## config.mk

```make
export PLATFORM = sky130hd
export DESIGN_NAME = hit_pattern_window_stats_top
export DESIGN_NICKNAME = d
export VERILOG_FILES = /design/src/rtl/hpws_pkg.sv /design/src/rtl/hpws_word_stats.sv /design/src/rtl/hit_pattern_window_stats_top.sv
export SDC_FILE = /design/constraint.sdc
export NUM_CORES = 1
export LEC_CHECK = 0
export BUFFER_PORTS_ARGS = -buffer_cell sky130_fd_sc_hd__buf_4
export CAP_MARGIN = 40
export CORE_MARGIN = 2
export CORE_UTILIZATION = 45
export DETAILED_ROUTE_END_ITERATION = 8
export GPL_TIMING_DRIVEN = 0
export PLACE_DENSITY_LB_ADDON = 0.25
export RECOVER_POWER = 25
export SLEW_MARGIN = 20
export SYNTH_ARGS = -nofsm -noshare
export SYNTH_HDL_FRONTEND = slang
export SYNTH_HIERARCHICAL = 1
export SYNTH_SLANG_ARGS = --single-unit
export TNS_END_PERCENT = 5
```

## constraint.sdc

```tcl
create_clock -name clk -period 14.1 [get_ports clk]
set_input_delay 0 -clock clk [delete_from_list [all_inputs] [get_ports clk]]
set_output_delay 0 -clock clk [all_outputs]
set_load 0.05 [all_outputs]
```

## src/rtl/hpws_pkg.sv

```systemverilog
// Package for the hit pattern window statistics block.
// Holds the register indexes, channel widths and the per-word statistics type.
// No dependencies.
`timescale 1ns / 1ps
`default_nettype none

package hpws_pkg;

	localparam int CHAN_W = 7;   // channel number width, 128 channels at most
	localparam int BPOS_W = 4;   // word position within a pattern
	localparam int BSUM_W = 10;  // sum of up to eight channel numbers

	// Configuration register indexes.
	localparam logic CFG_WINDOW_START = 1'b0;
	localparam logic CFG_WINDOW_END   = 1'b1;

	localparam logic [CHAN_W-1:0] WINDOW_END_RESET = 7'h7f;

	// Statistics of one pattern word after windowing.
	typedef struct packed {
		logic [3:0]        hits;      // 0 to 8 hit channels
		logic [2:0]        starts;    // 0 to 4 cluster starts
		logic [BSUM_W-1:0] chan_sum;  // sum of hit channel numbers
		logic              last_hit;  // windowed hit of the highest channel
	} word_stats_t;

endpackage

`default_nettype wire

```

## src/rtl/hpws_word_stats.sv

```systemverilog
// Combinational statistics of one pattern word inside the channel window.
// Depends on hpws_pkg for widths and the word_stats_t type.
`timescale 1ns / 1ps
`default_nettype none

module hpws_word_stats (
	input  wire logic [7:0]                  pattern_word,
	input  wire logic [hpws_pkg::BPOS_W-1:0] word_pos,
	input  wire logic [hpws_pkg::CHAN_W-1:0] window_start,
	input  wire logic [hpws_pkg::CHAN_W-1:0] window_end,
	input  wire logic                        prev_hit,
	output hpws_pkg::word_stats_t            stats
);
	import hpws_pkg::*;

	always_comb begin
		logic [CHAN_W-1:0] ch;
		logic              hit;
		logic              prev;
		stats = '0;
		prev  = prev_hit;
		// Bit 7 carries the lowest channel of the word.
		for (int b = 0; b < 8; b++) begin
			ch  = {word_pos, 3'(b)};
			hit = pattern_word[7-b] && (ch >= window_start) && (ch <= window_end);
			if (hit) begin
				stats.hits     = stats.hits + 4'd1;
				stats.chan_sum = stats.chan_sum + BSUM_W'(ch);
				if (!prev) begin
					stats.starts = stats.starts + 3'd1;
				end
			end
			prev = hit;
		end
		stats.last_hit = prev;
	end

endmodule

`default_nettype wire

```

## src/rtl/hit_pattern_window_stats_top.sv

```systemverilog
// Hit pattern window statistics: one input register, the accumulate step, one result register.
// A last word waits in the input register until the result register can take its result.
// Throughput: one word per cycle; the accumulate step and result register pass a word
// each cycle while the result register is free or being taken.
// Reset: arst_n clears the totals, the handshake state and sets the window to 0..127.
// Depends on hpws_pkg and hpws_word_stats.
`timescale 1ns / 1ps
`default_nettype none

module hit_pattern_window_stats_top #(
	parameter int PATTERN_BYTES = 16
) (
	input  wire logic        clk,
	input  wire logic        arst_n,
	input  wire logic        in_valid,
	output logic             in_ready,
	input  wire logic [7:0]  pattern_byte,
	input  wire logic        last_byte,
	output logic             out_valid,
	input  wire logic        out_ready,
	output logic [7:0]       hit_count,
	output logic [6:0]       cluster_count,
	output logic [12:0]      position_sum,
	input  wire logic        cfg_valid,
	output logic             cfg_ready,
	input  wire logic        cfg_index,
	input  wire logic [6:0]  cfg_data
);
	import hpws_pkg::*;

	logic [CHAN_W-1:0] window_start_q, window_end_q;

	logic       valid_s1;
	logic [7:0] byte_s1;
	logic       last_s1;

	logic [BPOS_W-1:0] byte_pos_q;
	logic              pattern_full_q;
	logic              prev_hit_q;
	logic [7:0]        hit_total_q;
	logic [6:0]        cluster_total_q;
	logic [12:0]       position_total_q;

	logic              out_valid_q;
	logic [7:0]        hit_count_q;
	logic [6:0]        cluster_count_q;
	logic [12:0]       position_sum_q;

	word_stats_t stats;
	logic        advance;
	logic        fire_s1;
	logic        at_end;
	logic [7:0]  hit_next;
	logic [6:0]  cluster_next;
	logic [12:0] position_next;

	assign cfg_ready = 1'b1;

	always_ff @(posedge clk or negedge arst_n) begin
		if (!arst_n) begin
			window_start_q <= '0;
			window_end_q   <= WINDOW_END_RESET;
		end else if (cfg_valid) begin
			if (cfg_index == CFG_WINDOW_START) begin
				window_start_q <= cfg_data;
			end else begin
				window_end_q <= cfg_data;
			end
		end
	end

	hpws_word_stats u_word_stats (
		.pattern_word (byte_s1),
		.word_pos     (byte_pos_q),
		.window_start (window_start_q),
		.window_end   (window_end_q),
		.prev_hit     (prev_hit_q),
		.stats        (stats)
	);

	// A word that closes a pattern needs the result register free or being taken.
	assign advance  = !last_s1 || !out_valid_q || out_ready;
	assign fire_s1  = valid_s1 && advance;
	assign in_ready = !valid_s1 || advance;
	assign at_end   = ({1'b0, byte_pos_q} + 5'd1) >= 5'(PATTERN_BYTES);

	always_comb begin
		hit_next      = hit_total_q;
		cluster_next  = cluster_total_q;
		position_next = position_total_q;
		if (!pattern_full_q) begin
			hit_next      = hit_total_q + 8'(stats.hits);
			cluster_next  = cluster_total_q + 7'(stats.starts);
			position_next = position_total_q + 13'(stats.chan_sum);
		end
	end

	always_ff @(posedge clk or negedge arst_n) begin
		if (!arst_n) begin
			valid_s1 <= 1'b0;
		end else if (in_ready) begin
			valid_s1 <= in_valid;
		end
	end

	always_ff @(posedge clk) begin
		if (in_ready && in_valid) begin
			byte_s1 <= pattern_byte;
			last_s1 <= last_byte;
		end
	end

	always_ff @(posedge clk or negedge arst_n) begin
		if (!arst_n) begin
			byte_pos_q       <= '0;
			pattern_full_q   <= 1'b0;
			prev_hit_q       <= 1'b0;
			hit_total_q      <= '0;
			cluster_total_q  <= '0;
			position_total_q <= '0;
		end else if (fire_s1) begin
			if (last_s1) begin
				byte_pos_q       <= '0;
				pattern_full_q   <= 1'b0;
				prev_hit_q       <= 1'b0;
				hit_total_q      <= '0;
				cluster_total_q  <= '0;
				position_total_q <= '0;
			end else if (!pattern_full_q) begin
				hit_total_q      <= hit_next;
				cluster_total_q  <= cluster_next;
				position_total_q <= position_next;
				prev_hit_q       <= stats.last_hit;
				if (at_end) begin
					pattern_full_q <= 1'b1;
				end else begin
					byte_pos_q <= byte_pos_q + BPOS_W'(1);
				end
			end
		end
	end

	always_ff @(posedge clk or negedge arst_n) begin
		if (!arst_n) begin
			out_valid_q <= 1'b0;
		end else if (fire_s1 && last_s1) begin
			out_valid_q <= 1'b1;
		end else if (out_ready) begin
			out_valid_q <= 1'b0;
		end
	end

	always_ff @(posedge clk) begin
		if (fire_s1 && last_s1) begin
			hit_count_q     <= hit_next;
			cluster_count_q <= cluster_next;
			position_sum_q  <= position_next;
		end
	end

	assign out_valid     = out_valid_q;
	assign hit_count     = hit_count_q;
	assign cluster_count = cluster_count_q;
	assign position_sum  = position_sum_q;

	// Every cluster holds at least one hit.
	a_clusters_le_hits: assert property (@(posedge clk) disable iff (!arst_n)
		cluster_total_q <= hit_total_q)
		else $error("cluster total exceeds hit total");

	// The pattern is only marked full on its final word position.
	a_full_at_end: assert property (@(posedge clk) disable iff (!arst_n)
		pattern_full_q |-> (byte_pos_q == BPOS_W'(PATTERN_BYTES - 1)))
		else $error("pattern full before its final word");

	// Closing a pattern clears the totals and raises a result.
	a_close_clears: assert property (@(posedge clk) disable iff (!arst_n)
		(fire_s1 && last_s1) |=> (out_valid_q && hit_total_q == '0 && byte_pos_q == '0
			&& !pattern_full_q && !prev_hit_q))
		else $error("totals not cleared after the last word");

	// A held result must not be overwritten by the next pattern.
	a_no_overwrite: assert property (@(posedge clk) disable iff (!arst_n)
		(out_valid_q && !out_ready) |-> !(fire_s1 && last_s1))
		else $error("result register overwritten while held");

endmodule

`default_nettype wire
```

==> results of run 1 <==
-- cells in the mapped netlist, drive strengths merged, types with 4 or more instances --
library cell   n
a21boi         4
or2            4
nand4          7
xnor2         41
o21bai         5
o21ai         64
nor2b         15
o31a           4
and2           9
ha            68
xor2          26
a21oi         45
a21o          23
mux2i         12
buf           14
mux2          34
o21a          12
nor3          30
nand2b        12
nand2         83
o31ai          8
nor2          52
o221a          4
nor4           5
clkbuf        18
inv           36
and3           7
fa             6
nand4b         4
dfrtp         43
o211ai         9
a22o          18
dfstp          7
nand3         17
edfxtp        37
a211oi         7
a31oi          7
-- through the flow --
step                       util  cell area (sq um)
final                     0.527               9050
after global routing      0.527               9050
after CTS                 0.527               9050
after detailed placement  0.498               8550
after global placement    0.496               8510
after floorplan               -               7850
-- layout by cell type, fill, tap and decap left out, types with 9 or more instances in the layout --
cell,synthesis,layout
clkbuf_4,0,9
a21oi_1,41,41
dfrtp_1,43,43
a22o_1,18,18
clkbuf_1,17,18
nand2_1,83,83
o21a_1,12,12
nand3_1,17,17
ha_1,68,68
edfxtp_1,37,37
xor2_1,26,26
clkbuf_16,0,9
mux2_2,33,33
nand2b_1,12,12
xnor2_1,39,39
dlygate4sd3_1,0,19
nor2_1,51,50
inv_1,35,35
buf_4,2,43
mux2i_1,11,11
o21ai_0,64,64
a21o_1,22,22
nor2b_1,15,15
nor3_1,27,27
-- sequential cells by signal, indices dropped and copies added (netlist names) --
| name | flops |
|---|---|
| valid_s1 | 1 |
| position_total_q | 13 |
| pattern_full_q | 1 |
| cluster_count | 7 |
| out_valid | 1 |
| hit_count | 8 |
| window_end_q | 7 |
| prev_hit_q | 1 |
| position_sum | 13 |
| hit_total_q | 8 |
| byte_s1 | 8 |
| window_start_q | 7 |
| last_s1 | 1 |
| byte_pos_q | 4 |
| cluster_total_q | 7 |
-- per-layer routing --
layer / track usage / wire length (um) / vias to the layer above
met1: 0.293 / 9200 / 3157
met3: 0.0250 / 558 / 18
met2: 0.356 / 8980 / 135
met5: 0 / 0 / -
met4: 0.0498 / 243 / 0
li1: - / - / 3324
-- critical path: cells and delay by family, from the launching register on --
family	cells	cell delay, ps
AOI/OAI and AO/OA	17	3920
adders and majority gates	9	3130
and+or+nand+nor	7	1050
DFF	1	760
buffers and inverters	4	600
xor gates and xnor gates	3	440
muxes	1	280
-- final timing paths --
check	from	endpoint	cells past startpoint
max in group asynchronous	arst_n	cluster_total_q[0]	2
min reg2reg	window_start_q[5]	window_start_q[5]	1
min	cfg_valid	window_end_q[1]	3
min in group asynchronous	arst_n	position_total_q[8]	2
max reg2reg	byte_pos_q[0]	position_sum[10]	41
max	byte_pos_q[0]	position_sum[10]	41
-- where the power goes --
| part | leakage (uW) | switching [uW] | internal [uW] |
|---|---|---|---|
| clock | 0.000154 | 105 | 145 |
| sequential | 0.00101 | 38.7 | 325 |
| combinational | 0.00291 | 394 | 263 |
-- final cells by class --
class | instances | area (sq um) | share of cell area
multi-input cells | 696 | 5190 | 0.573
flip-flops and latches | 87 | 2370 | 0.262
repair buffers | 72 | 602 | 0.0665
well taps | 225 | 282 | 0.0311
clock buffers | 10 | 239 | 0.0264
plain buffers | 32 | 154 | 0.0170
inverters | 37 | 144 | 0.0159
clock inverters | 6 | 73.8 | 0.00815
-- kinds of logic after synthesis --
family / count (synthesis) / share of synthesized area
other cells: 1 / 0.000478
buf+inv: 69 / 0.0379
flops: 87 / 0.302
mux: 46 / 0.0661
simple gates: 258 / 0.165
fa+ha+maj: 74 / 0.124
compound gates: 247 / 0.219
xor+xnor: 70 / 0.0853
==> summary.txt, run 1 <==
Clock network
  • Root Driver: clkbuf_16
  • CTS clock-pin slew for the worst setup and hold paths: 70 ps
  • Post-CTS Resized: 0
  • CTS tree: yes
  • H-tree levels: 3
  • Clk buf depth: 2
  • Clock latency on the worst-skew pair: 350 ps
  • Postcts setup bufs: 0
  • Hold buffer count at CTS: 19
  • CTS sink count: 87
  • Num CTS Buffers: 9

STA
  • Worst rel slew slack: -0.851
  • Setup Viol. Count Final: 0
  • WHS: 251 ps
  • RSZ-0062 raised after global routing: false
  • Slew @ Worst Pin: 2780 ps
  • Setup TNS: 0 ps
  • Post-Route Skew: 8.38 ps
  • Tcrit/Tclk final: 0.741
  • FMAX: 95.7 MHz
  • Worst setup margin: 3650 ps
  • Final-report hold violation count: 0
  • Min cycle time layout: 10,450 ps
  • Pins Over Slew Limit: 51

Setup path
  • Crit path max fanout: 15
  • Reg2Reg Setup Slack: 3650 ps
  • Launching element type of the critical path: flip-flop
  • Cell mode on critical path: ha_1
  • CP Capture Type: flip-flop
  • Worst EP required: 14,210 ps
  • Crit path DAT: 10,550 ps
  • Critical path class: reg2reg
  • Max incr delay on CP: 760 ps
  • Crit-path slowest cell: dfrtp_1

Drt
  • Iteration-0 DRC Markers: 402
  • Residual DRC: 0
  • Initial DRT Pass Iterations: 5
  • ANT nets after route: 0
  • Vias: 6,634
  • WL per Instance: 16.3 um
  • Via density: 5.69
  • Total Wirelength: 19,000 um

Finish
  • Final std cells w/o fill: 1,165
  • Share of layout cells above drive strength 1: 0.163
  • Final nets: 1,031
  • Area growth syn-to-layout: 15.3%
  • Fillers: 1,623
  • ANT cells: 0

Logic synthesis
  • Post-synthesis sequential area ratio: 0.302
  • Syn_nets: 948
  • Yosys top cell by area: edfxtp_1
  • Async set or reset register ratio after synthesis: 0.575
  • Synth area leaders: edfxtp_1 14%, dfrtp_1 14%, ha_1 11%
  • Post-Syn Instances: 852
  • Dominant synthesized flop cell: dfrtp_1
  • Synth top area share: 0.142
  • Cell variety after synth: 90
  • Synth Register Bits: 87
  • Post-Syn Area: 7850 sq um
  • Post-synth EDFFs: 37
  • Yosys synthesis warning count: 6
  • Mean post-synth cell area: 9.21 sq um

Pwr
  • Maximum VDD drop: 0.117 mV
  • Leak: 0.00407 uW
  • PwrDens: 140 nW/um^2
  • Power Total: 1270 uW

Die
  • Site Rows: 48
  • Starting density of the core: 0.457
  • Die W: 136 um
  • Core Footprint: 17,200 sq um
  • DIE AREA: 18,500 sq um
  • Top-Level Pins: 53
  • Die span in y: 136 um

Run
  • Max-cap viol count: 1

Placed design
  • Placement Setup Slack: 3720 ps
  • # port buffers: 51
  • Placed cell count: 1,129
  • Gp weighted congestion: 0.899
  • Post-DP HPWL: 14,200 um

GRT
  • Total track usage: 0.212
  • Congestion Overflow GR: 0
  • Initial antenna violation count: 0
  • First-pass GRT wire length: 31,300 um
  • Pin count of the biggest net entering global routing: 51
  • Vias in the first global route: 6,299

Outcome
  • Failing checks: max-capacitance violations, max-slew violations
  • Outcome: finished, violations left

Worst hold path
  • Hold/Removal Path Class: in2reg
(Power assumes the default switching activity.)
==> run 2, diff against run 1 <==
- clock period: 14.1 -> 8.63 ns (I/O delays scaled with it)
==> run 2 against run 1 <==
  * Fmax increased by 21%
  * Register-to-register slack got worse by 3700 ps
  * Final area increased by 9.9%
  * First-iteration DRC count increased by 20%
  * Sequential power increased by 61%
  * Cell count increased by 4.2%
  * Worst hold slack got worse by 2.4 ps
  * The run ends with max-capacitance violations, max-slew violations, negative setup slack left
  * Clock skew increased by 3.6 ps
  * Largest cell class unchanged
  * Non-clock buffer count increased by 49
  * Worst setup slack got worse by 3700 ps
  * Clock-buffer cell count unchanged
==> summary.txt, run 2 (synthesis gave the netlist of run 1 again) <==
GRT
  • Initial antenna violation count: 0
  • Congestion Overflow GR: 0
  • Vias in the first global route: 6,669
  • First-pass GRT wire length: 33,300 um
  • Pin count of the biggest net entering global routing: 51
  • Total track usage: 0.228

Die
  • Die W: 136 um
  • Top-Level Pins: 53
  • Starting density of the core: 0.457
  • DIE AREA: 18,500 sq um
  • Core Footprint: 17,200 sq um
  • Die span in y: 136 um
  • Site Rows: 48

STA
  • Slew @ Worst Pin: 2840 ps
  • Pins Over Slew Limit: 51
  • Worst rel slew slack: -0.891
  • WHS: 249 ps
  • FMAX: 116 MHz
  • Post-Route Skew: 11.9 ps
  • RSZ-0062 raised after global routing: true
  • Tcrit/Tclk final: 1.00
  • Setup Viol. Count Final: 1
  • Min cycle time layout: 8640 ps
  • Final-report hold violation count: 0
  • Worst setup margin: -14.1 ps

Run
  • Max-cap viol count: 1

Drt
  • Initial DRT Pass Iterations: 5
  • Via density: 5.77
  • Residual DRC: 0
  • Total Wirelength: 21,000 um
  • ANT nets after route: 0
  • Vias: 7,008
  • Iteration-0 DRC Markers: 482
  • WL per Instance: 17.3 um

Placed design
  • Placement Setup Slack: -1120 ps
  • # port buffers: 51
  • Post-DP HPWL: 14,400 um
  • Placed cell count: 1,129
  • Gp weighted congestion: 0.894
  • Area post-placement: 8590 sq um

Clock network
  • CTS clock-pin slew for the worst setup and hold paths: 70 ps
  • Root Driver: clkbuf_16
  • CTS sink count: 87
  • Clock latency on the worst-skew pair: 350 ps
  • Num CTS Buffers: 9
  • CTS tree: yes
  • H-tree levels: 3
  • Clk buf depth: 2

Setup path
  • CP Capture Type: flip-flop
  • Crit path DAT: 8750 ps
  • Max incr delay on CP: 530 ps
  • Cell mode on critical path: ha_4
  • RR Startpoint: window_end_q[6]
  • Crit path max fanout: 5
  • Worst Setup SP: window_end_q[6]
  • Critical path class: reg2reg
  • Crit-path slowest cell: dfstp_2
  • Worst EP required: 8730 ps
  • Launching element type of the critical path: flip-flop

Finish
  • Final std cells w/o fill: 1,214
  • Post-route cell area: 9950 sq um
  • Share of layout cells above drive strength 1: 0.278
  • Core Util, Final: 0.579
  • Commonest cells after routing, fill and taps aside: 90 x buf_4, 80 x nand2_1, 51 x o21ai_0
  • ANT cells: 0
  • Area growth syn-to-layout: 26.7%
  • Commonest non-fill, non-tap cell in the layout: buf_4
  • Final nets: 1,080
  • Fillers: 1,519

Outcome
  • Failing checks: max-capacitance violations, max-slew violations, negative setup slack
  • Outcome: finished, violations left

Worst hold path
  • Hold/Removal Path Class: in2reg
  • HP Start: cfg_valid

Pwr
  • Leak: 0.00436 uW
  • PwrDens: 231 nW/um^2
  • Maximum VDD drop: 0.162 mV
==> run 2: cell types whose count changed in the layout (fill, tap and decap cells not counted), sizes merged <==
cell         previous run  this run
clkbuf                 39        40
buf                    56       103
clkinvlp                0         1
clkinv                  3         2
dlygate4sd3            19        20
==> run 2: final cells by class <==
cell class              instances  area [sq um]  share of cell area
multi-input cells             696          5690               0.572
flip-flops and latches         87          2390               0.240
repair buffers                121           976              0.0981
well taps                     225           282              0.0283
clock buffers                  10           229              0.0230
plain buffers                  32           158              0.0158
inverters                      37           149              0.0150
clock inverters                 6          75.1             0.00755
==> run 2: path summary, 6_finish.rpt <==
check                                       to  slack [ps]  depth (start not counted)
hold reg to reg              window_start_q[5]         510                          1
max in group asynchronous        byte_pos_q[1]        5530                          2
setup / recovery              position_sum[11]         -10                         40
setup reg to reg              position_sum[11]         -10                         40
min in group asynchronous  position_total_q[8]        1100                          2
hold / removal                 window_end_q[2]         250                          3
==> run 2: per-layer routing <==
metal / GRT usage / wire length [um] / vias to the layer above
met3: 0.0339 / 914 / 26
met1: 0.307 / 9640 / 3386
met5: 0 / 0 / -
met2: 0.379 / 10100 / 166
met4: 0.0642 / 317 / 0
li1: - / - / 3430
==> run 2: critical path: cells and delay by family, from the launching register on <==
| kind | cells | cell delay [ps] |
|---|---|---|
| adders and majority gates | 9 | 2940 |
| AOI/OAI and AO/OA | 15 | 2700 |
| and+or+nand+nor | 9 | 1210 |
| muxes | 2 | 570 |
| DFF | 1 | 530 |
| xor gates and xnor gates | 2 | 250 |
| buffers and inverters | 3 | 190 |
==> run 2: power by group <==
group	internal [uW]	total, uW	switching (uW)
Sequential	534	586	52.5
Clock	229	409	179
Combinational	552	1300	749
==> run 2: repair_timing <==
item	in CTS	in global routing
buffers inserted	31	17
pin swaps	33	35
hold endpoints to repair	68	0
endpoints found under the setup margin	16	14
gates resized for setup	56	50
hold buffers	20	0
==> run 2: through the flow <==
step | total power, uW | TNS, ps
2_1_floorplan | 1410 | 0
3_3_place_gp | 1640 | -11750
3_5_place_dp | 1660 | -12010
4_1_cts | 2200 | -18.8
5_1_grt | 2440 | -3060
6_report | 2300 | -14.1
